--- src/rtl/core/clsrng_pkg.sv ---
`default_nettype none

package clsrng_pkg;

	localparam int TABLE_DEPTH = 32;
	localparam int WARMUP_STEPS = 8;
	localparam int IDX_W = $clog2(TABLE_DEPTH);
	localparam int Q_W = IDX_W + 1;
	localparam int CNT_W = $clog2(TABLE_DEPTH + WARMUP_STEPS);
	localparam int VAL_W = 31;
	localparam int MUL_W = 16;
	localparam int PROD_W = VAL_W + MUL_W;
	localparam int BND_W = VAL_W + 2;

	localparam longint unsigned MOD1_L = 64'd2147483563;
	localparam longint unsigned MOD2_L = 64'd2147483399;
	localparam longint unsigned TOP_L = 64'h8000_0000;

	localparam logic [VAL_W-1:0] MOD1 = VAL_W'(MOD1_L);
	localparam logic [VAL_W-1:0] MOD2 = VAL_W'(MOD2_L);
	localparam logic [MUL_W-1:0] MUL1 = 16'd40014;
	localparam logic [MUL_W-1:0] MUL2 = 16'd40692;
	localparam logic [7:0] FOLD1 = 8'(TOP_L - MOD1_L);
	localparam logic [7:0] FOLD2 = 8'(TOP_L - MOD2_L);
	localparam logic [VAL_W-1:0] WRAP = VAL_W'(MOD1_L - 64'd1);
	localparam logic [VAL_W-1:0] SEED2_RST = 31'd123456789;

	// slot = last / SLOT_DIV via reciprocal, then one correction step
	localparam longint unsigned SLOT_DIV_L = 64'd1 + (MOD1_L - 64'd1) / 64'(TABLE_DEPTH);
	localparam logic [VAL_W-1:0] SLOT_DIV = VAL_W'(SLOT_DIV_L);
	localparam int RECIP_SHIFT = 40;
	localparam longint unsigned RECIP_L = (64'd1 << RECIP_SHIFT) / SLOT_DIV_L;
	localparam int QP_W = RECIP_SHIFT + Q_W;
	localparam logic [QP_W-1:0] RECIP = QP_W'(RECIP_L);

	typedef struct packed {
		logic load_seed;
		logic mul;
		logic step1;
		logic step2;
		logic fill_wr;
		logic [IDX_W-1:0] fill_idx;
		logic fill_last;
		logic slot;
		logic rd;
		logic swap;
	} dp_cmd_t;

	typedef struct packed {
		logic out_busy;
	} dp_sts_t;

	// p mod m for m = 2^31 - c: fold the high part once, then one subtract
	function automatic logic [VAL_W-1:0] mod_fold(input logic [PROD_W-1:0] p,
		input logic [7:0] c, input logic [VAL_W-1:0] m);
		logic [VAL_W:0] s;
		s = {1'b0, p[VAL_W-1:0]} + ({16'd0, p[PROD_W-1:VAL_W]} * {24'd0, c});
		if (s >= {1'b0, m}) begin
			s = s - {1'b0, m};
		end
		return s[VAL_W-1:0];
	endfunction

endpackage

`default_nettype wire

--- src/rtl/core/clsrng_ctrl.sv ---
`default_nettype none

module clsrng_ctrl (
	input  wire logic                clk,
	input  wire logic                arst_n,
	input  wire logic                s_tvalid,
	input  wire logic                s_op,
	input  wire clsrng_pkg::dp_sts_t sts,
	output logic                     s_tready,
	output clsrng_pkg::dp_cmd_t      cmd
);
	import clsrng_pkg::*;

	typedef enum logic [7:0] {
		ST_IDLE  = 8'b0000_0001,
		ST_SMUL  = 8'b0000_0010,
		ST_SRED  = 8'b0000_0100,
		ST_DMUL  = 8'b0000_1000,
		ST_DRED  = 8'b0001_0000,
		ST_DSLOT = 8'b0010_0000,
		ST_DREAD = 8'b0100_0000,
		ST_DSWAP = 8'b1000_0000
	} state_t;

	state_t st_q, st_nxt;
	logic [CNT_W-1:0] cnt_q;
	logic accept;

	assign s_tready = (st_q == ST_IDLE);
	assign accept = s_tvalid && s_tready;

	always_comb begin
		cmd = '0;
		st_nxt = st_q;
		unique case (st_q)
			ST_IDLE: begin
				if (s_tvalid) begin
					cmd.load_seed = s_op;
					st_nxt = s_op ? ST_SMUL : ST_DMUL;
				end
			end
			ST_SMUL: begin
				cmd.mul = 1'b1;
				st_nxt = ST_SRED;
			end
			ST_SRED: begin
				cmd.step1 = 1'b1;
				cmd.fill_wr = (cnt_q < CNT_W'(TABLE_DEPTH));
				cmd.fill_idx = cnt_q[IDX_W-1:0];
				cmd.fill_last = (cnt_q == '0);
				st_nxt = (cnt_q == '0) ? ST_DMUL : ST_SMUL;
			end
			ST_DMUL: begin
				cmd.mul = 1'b1;
				st_nxt = ST_DRED;
			end
			ST_DRED: begin
				cmd.step1 = 1'b1;
				cmd.step2 = 1'b1;
				st_nxt = ST_DSLOT;
			end
			ST_DSLOT: begin
				cmd.slot = 1'b1;
				st_nxt = ST_DREAD;
			end
			ST_DREAD: begin
				cmd.rd = 1'b1;
				st_nxt = ST_DSWAP;
			end
			ST_DSWAP: begin
				if (!sts.out_busy) begin
					cmd.swap = 1'b1;
					st_nxt = ST_IDLE;
				end
			end
			default: begin
				st_nxt = ST_IDLE;
			end
		endcase
	end

	always_ff @(posedge clk or negedge arst_n) begin
		if (!arst_n) begin
			st_q <= ST_IDLE;
			cnt_q <= '0;
		end else begin
			st_q <= st_nxt;
			if (accept && s_op) begin
				cnt_q <= CNT_W'(TABLE_DEPTH + WARMUP_STEPS - 1);
			end else if (cmd.step1 && !cmd.step2 && cnt_q != '0) begin
				cnt_q <= cnt_q - 1'b1;
			end
		end
	end

endmodule

`default_nettype wire

--- src/rtl/core/clsrng_dp.sv ---
`default_nettype none

module clsrng_dp (
	input  wire logic                clk,
	input  wire logic                arst_n,
	input  wire clsrng_pkg::dp_cmd_t cmd,
	input  wire logic [30:0]         seed,
	input  wire logic                m_tready,
	output logic                     m_tvalid,
	output logic [30:0]              result,
	output clsrng_pkg::dp_sts_t      sts
);
	import clsrng_pkg::*;

	logic [VAL_W-1:0] g1_q, g2_q, last_q, out_q;
	logic [TABLE_DEPTH-1:0] vld_q;
	logic m_valid_q;
	logic [PROD_W-1:0] p1_q, p2_q;
	logic [QP_W-1:0] qp_q;
	logic [Q_W-1:0] q0_q;
	logic [BND_W-1:0] bound_q;
	logic [IDX_W-1:0] slot_q;
	logic [VAL_W-1:0] rd_q;
	logic rd_vld_q;
	logic [VAL_W-1:0] tbl_mem [TABLE_DEPTH];

	logic [VAL_W-1:0] seed_s, red1, red2, tbl_val, res;
	logic [VAL_W:0] diff, wrapped;
	logic [Q_W-1:0] q0_nxt, slot_sum;
	logic slot_hit, mem_we;
	logic [IDX_W-1:0] mem_wa;
	logic [VAL_W-1:0] mem_wd;

	assign seed_s = (seed == '0) ? VAL_W'(1) : seed;
	assign red1 = mod_fold(p1_q, FOLD1, MOD1);
	assign red2 = mod_fold(p2_q, FOLD2, MOD2);
	assign q0_nxt = qp_q[RECIP_SHIFT +: Q_W];
	assign slot_hit = ({2'b00, last_q} >= bound_q);
	assign slot_sum = q0_q + Q_W'(slot_hit);

	assign tbl_val = rd_vld_q ? rd_q : '0;
	assign diff = {1'b0, tbl_val} - {1'b0, g2_q};
	assign wrapped = (diff[VAL_W] || diff == '0) ? diff + {1'b0, WRAP} : diff;
	assign res = wrapped[VAL_W-1:0];

	assign mem_we = cmd.fill_wr || cmd.swap;
	assign mem_wa = cmd.fill_wr ? cmd.fill_idx : slot_q;
	assign mem_wd = cmd.fill_wr ? red1 : g1_q;

	always_ff @(posedge clk or negedge arst_n) begin
		if (!arst_n) begin
			g1_q <= VAL_W'(1);
			g2_q <= SEED2_RST;
			last_q <= '0;
			vld_q <= '0;
			m_valid_q <= 1'b0;
		end else begin
			if (cmd.load_seed) begin
				g1_q <= seed_s;
				g2_q <= seed_s;
			end else begin
				if (cmd.step1) begin
					g1_q <= red1;
				end
				if (cmd.step2) begin
					g2_q <= red2;
				end
			end
			if (cmd.fill_last) begin
				last_q <= red1;
			end else if (cmd.swap) begin
				last_q <= res;
			end
			if (mem_we) begin
				vld_q[mem_wa] <= 1'b1;
			end
			if (cmd.swap) begin
				m_valid_q <= 1'b1;
			end else if (m_tready) begin
				m_valid_q <= 1'b0;
			end
		end
	end

	always_ff @(posedge clk) begin
		if (cmd.mul) begin
			p1_q <= PROD_W'(g1_q) * PROD_W'(MUL1);
			p2_q <= PROD_W'(g2_q) * PROD_W'(MUL2);
			qp_q <= QP_W'(last_q) * RECIP;
		end
		if (cmd.step2) begin
			q0_q <= q0_nxt;
			bound_q <= BND_W'(q0_nxt + 1'b1) * BND_W'(SLOT_DIV);
		end
		if (cmd.slot) begin
			slot_q <= (slot_sum >= Q_W'(TABLE_DEPTH)) ? IDX_W'(TABLE_DEPTH - 1)
				: slot_sum[IDX_W-1:0];
		end
		if (cmd.rd) begin
			rd_vld_q <= vld_q[slot_q];
		end
		if (cmd.swap) begin
			out_q <= res;
		end
	end

	always_ff @(posedge clk) begin
		if (mem_we) begin
			tbl_mem[mem_wa] <= mem_wd;
		end
		if (cmd.rd) begin
			rd_q <= tbl_mem[slot_q];
		end
	end

	assign m_tvalid = m_valid_q;
	assign result = out_q;
	assign sts.out_busy = m_valid_q && !m_tready;

endmodule

`default_nettype wire

--- src/rtl/core/combined_lcg_shuffle_rng.sv ---
// Combined two-generator multiplicative congruential source with a shuffle table.
// Each input transaction yields one output transaction holding a value in
// 1..2147483562. A draw's result becomes valid after the controller walks
// multiply, modular fold, slot select, table read and swap in order; the table memory
// port is used once for read and once for write. Input is taken again in the cycle
// after the swap. A reseed (tuser = 1) first runs TABLE_DEPTH + 8 generator steps
// for the warm-up and table fill, each step passing a multiply state and a fold state.
// Input is taken only between transactions; the finished result waits in the
// output register, and a following draw stalls at its swap until that register
// is free. Seed the block before relying on the sequence.
`default_nettype none

module combined_lcg_shuffle_rng (
	input  wire logic        clk,
	input  wire logic        arst_n,
	input  wire logic        s_tvalid,
	output logic             s_tready,
	input  wire logic [31:0] s_tdata,   // [30:0] seed_value, [31] zero
	input  wire logic        s_tuser,   // [0] operation
	output logic             m_tvalid,
	input  wire logic        m_tready,
	output logic [31:0]      m_tdata    // [30:0] random_value, [31] zero
);
	import clsrng_pkg::*;

	dp_cmd_t cmd;
	dp_sts_t sts;
	logic [30:0] result;

	clsrng_ctrl u_ctrl (
		.clk      (clk),
		.arst_n   (arst_n),
		.s_tvalid (s_tvalid),
		.s_op     (s_tuser),
		.sts      (sts),
		.s_tready (s_tready),
		.cmd      (cmd)
	);

	clsrng_dp u_dp (
		.clk      (clk),
		.arst_n   (arst_n),
		.cmd      (cmd),
		.seed     (s_tdata[30:0]),
		.m_tready (m_tready),
		.m_tvalid (m_tvalid),
		.result   (result),
		.sts      (sts)
	);

	assign m_tdata = {1'b0, result};

`ifndef ASSERT_OFF
	a_out_range: assert property (@(posedge clk) disable iff (!arst_n)
		m_tvalid |-> (m_tdata[31] == 1'b0) && (m_tdata[30:0] != 31'd0)
			&& (m_tdata[30:0] <= WRAP))
		else $error("result outside 1..2147483562");

	a_busy_after_accept: assert property (@(posedge clk) disable iff (!arst_n)
		s_tvalid && s_tready |=> !s_tready)
		else $error("input taken again before the transaction finished");

	a_result_from_work: assert property (@(posedge clk) disable iff (!arst_n)
		$rose(m_tvalid) |-> !$past(s_tready))
		else $error("result appeared without work in progress");
`endif

endmodule

`default_nettype wire
--- config.mk ---
export PLATFORM = sky130hd
export DESIGN_NAME = combined_lcg_shuffle_rng
export DESIGN_NICKNAME = d
export VERILOG_FILES = /design/src/rtl/core/clsrng_pkg.sv /design/src/rtl/core/clsrng_ctrl.sv /design/src/rtl/core/clsrng_dp.sv /design/src/rtl/core/combined_lcg_shuffle_rng.sv
export SDC_FILE = /design/constraint.sdc
export NUM_CORES = 2
export LEC_CHECK = 0
export BUFFER_PORTS_ARGS = -buffer_cell sky130_fd_sc_hd__buf_2
export CORE_MARGIN = 2
export CORE_UTILIZATION = 25
export CTS_BUF_LIST = sky130_fd_sc_hd__clkbuf_8 sky130_fd_sc_hd__clkbuf_16
export CTS_CLUSTER_SIZE = 30
export DETAILED_ROUTE_END_ITERATION = 10
export HOLD_SLACK_MARGIN = 0.05
export SKIP_CTS_REPAIR_TIMING = 1
export SYNTH_ARGS = -nofsm -noshare
export SYNTH_HDL_FRONTEND = slang
export SYNTH_SLANG_ARGS = --single-unit
--- constraint.sdc ---
create_clock -name clk -period 9.9 [get_ports clk]
set_clock_uncertainty 0.05 [all_clocks]
set_input_delay 2.475 -clock clk [delete_from_list [all_inputs] [get_ports clk]]
set_output_delay 2.475 -clock clk [all_outputs]
set_load 0.02 [all_outputs]
==> impl_results.md <==
- ANT nets after route: 0
- Crit path from: u_dp.p1_q[39]
- Final setup violation count: 0
- Xor/xnor share of the synthesized area: 2.55%
- Site Rows: 205
- Setup TNS: 0 ps
- H-Tree Depth: 4
- Number of global-route vias before repair: 48200
- Number of synthesized flops with an enable pin: 1192
- Worst R2R Start: u_dp.p1_q[39]
- Top post-synthesis cells by area: edfxtp_1 (46%), fa_1 (12%), mux4_2 (9.2%)
- Final wirelength: 218 mm
- First-pass GRT wire length: 322 mm
- Count leader, synth: edfxtp_1
- Synth cell types: 97
- Synthesis-to-finish area growth: 13.9%
- Max Fclk: 121 MHz
- Port Buffers: 68
- Clk slew on worst S/H paths: 60 ps
- Synth Area in Simple Gates: 5.56%
- Die H: 563 um
- Die ar.: 317000 sq um
- Drc violations: 0
- Placer Congestion: 0.919
- Overflow after GRT: 0
- IO Pins: 71
- Largest net degree at the start of global routing: 138
- Aggregate global-route resource usage: 13.7%
- CP Class: register to register
- Synth Area in Compound Gates: 6.42%
- Status: finished, final reports clean
- Synthesized area: 78200 sq um
- Async set-reset flop share out of synthesis: 10.5%
- Post-synth top cells: edfxtp_1 (1192), inv_1 (823), ha_1 (542)
- WHS Path Cells: 1
- Layout cells sized above 1: 15.3%
- Post-synthesis register bit count: 1332
- Syn Nets: 6569
- Top cell type's share of synthesized area: 45.8%
- Final hold violations: 0
- CTS tree: yes
- Synth Area in Adders: 20.6%
- Register area share after synthesis: 50.3%
- Most used DFF post-synth: edfxtp_1
- Hold Crit Class: register to register
- Nature of the critical path endpoint: register
- Relative slew margins: 5.48%
- Initial antenna violation count: 10
- Fin nets: 6707
- CP arrival: 8620 ps
- CTS buffer count: 145
- Initial Util: 25.1%
- DP HPWL: 151 mm
- Startpoint Class: register
- Final min period: 8270 ps
- Multiplexer share of the synthesized area: 9.87%
- Slew @ Worst Pin: 1420 ps
- RSZ-0062 raised after global routing: false
- Vias: 46700
- Die Width: 563 um
- Req. time, crit path: 10250 ps
- Max clock buf depth: 3
- Final Cycle Share: 83.6%
- Cells after synthesis: 5525
- Worst r2r dst: u_dp.tbl_mem[0][21]
- Root Driver: clkbuf_16
- CTS sink count: 1332
- Syn Area/Cell: 14.2 sq um
- Worst-path fanout max: 32
- Detailed-router iteration count before antenna repair: 8
- 1st-iter DRT viols: 4449
- Vias per cell: 4.71
- R2r setup slk: 1630 ps
- Clk Latency, worst-skew pair: 810 ps
- Area leader, netlist: edfxtp_1
- Fill cell count: 31100
- R2R depth: 20
- CP endpoint: u_dp.tbl_mem[0][21]
- YS warnings: 0
- Main combinational cell family by area after synthesis: adder cells
- Max-cap violations: 0
- WL/cell: 22.0 um
- Core area: 312000 sq um
- Max-slew violations: 0
through the flow:
step                      instance area (sq um)  setup WS [ps]  hold WS [ps]  cells  util, %
after floorplan                           78200           2610           384   5525        -
after global placement                    84100           1940           395   9654     27.0
after detailed placement                  84100           1760           399   9654     27.0
after CTS                                 89100           1700           413   9918     28.6
after global routing                      89100           1200           427   9920     28.6
final                                     89100           1630           412   9925     28.6
logic make-up (layout without fill, tap and decap cells):
| family | count (synthesis) | in the layout |
|---|---|---|
| AOI/OAI and AO/OA | 758 | 758 |
| xor gates and xnor gates | 228 | 228 |
| adders and majority gates | 1007 | 1007 |
| buffers and inverters | 981 | 1236 |
| DFF | 1332 | 1332 |
| muxes | 367 | 367 |
| other | 1 | 6 |
| and+or+nand+nor | 851 | 851 |
critical path, cell delays in order (launching register included):
cell	delay, ps
edfxtp_1	500
ha_1	350
fa_1	530
inv_1	60
fa_1	520
fa_1	560
inv_1	50
ha_1	420
and3_1	230
a21boi_1	170
a21o_1	180
nor2_1	90
o311ai_1	620
and4_1	360
nand2_1	180
or4b_4	620
o31ai_4	770
nand3_1	190
xor2_1	190
buf_4	180
o21ai_2	1060
layer usage:
metal,up-vias,track usage [%],share of wire (%)
li1,20400,-,-
met1,24400,18.1,42
met2,1583,22.5,48
met3,350,2.09,6.4
met4,2,4.96,3.6
met5,-,0,0.0050
layout by cell type, fill, tap and decap left out, drive strengths merged, types with 18 or more instances in the layout:
cell type | Yosys | final
buf | 40 | 149
o21a | 34 | 34
a21oi | 181 | 181
nand3 | 78 | 78
fa | 465 | 465
and2 | 48 | 48
nand2b | 34 | 34
clkbuf | 118 | 154
ha | 542 | 542
xor2 | 85 | 85
xnor2 | 143 | 143
a21o | 90 | 90
a22oi | 29 | 29
clkinv | 0 | 55
dfstp | 18 | 18
mux2 | 37 | 37
o21ai | 177 | 177
mux4 | 320 | 320
nor3 | 52 | 52
nor2b | 24 | 24
nor4 | 27 | 27
edfxtp | 1192 | 1192
dfrtp | 122 | 122
a211oi | 23 | 23
inv | 823 | 861
o211ai | 24 | 24
or2 | 48 | 48
and3 | 27 | 27
a221o | 20 | 20
nand4 | 34 | 34
a31oi | 27 | 27
nor2 | 185 | 185
nand2 | 226 | 226
o21bai | 24 | 24
state kept, by name, summed over array words and instances (netlist names):
register / cells
u_dp.last_q: 31
u_dp.g2_q: 31
u_dp.g1_q: 31
u_dp.qp_q: 5
u_dp.tbl_mem: 992
u_ctrl.cnt_q: 6
u_dp.bound_q: 31
u_dp.vld_q: 32
u_dp.q0_q: 5
u_dp.p2_q: 45
u_ctrl.st_q: 8
u_dp.slot_q: 5
u_dp.rd_vld_q: 1
u_dp.result: 31
u_dp.rd_q: 31
u_dp.m_tvalid: 1
u_dp.p1_q: 46
area by class of cell:
class / instances / area [sq um] / area share (%)
repair buffers: 149 / 1000 / 1.13
diodes: 5 / 12.5 / 0.0140
flip-flops and latches: 1332 / 39300 / 44.1
clock inverters: 110 / 1140 / 1.28
well taps: 4140 / 5180 / 5.81
multi-input cells: 3212 / 35600 / 39.9
clock buffers: 154 / 3810 / 4.27
inverters: 823 / 3090 / 3.47
worst min path at each step:
stage | from | endpoint | slack [ps]
6_report | u_dp.vld_q[15] | u_dp.vld_q[15] | 410
5_1_grt | u_dp.vld_q[22] | u_dp.vld_q[22] | 430
4_1_cts | u_dp.vld_q[31] | u_dp.vld_q[31] | 410
3_5_place_dp | u_dp.vld_q[28] | u_dp.vld_q[28] | 400
3_3_place_gp | u_dp.vld_q[22] | u_dp.vld_q[22] | 400
2_1_floorplan | u_dp.vld_q[10] | u_dp.vld_q[10] | 380
Power is not shown: default switching activity piles up to over one toggle a cycle in this logic, so the estimate is an artifact.
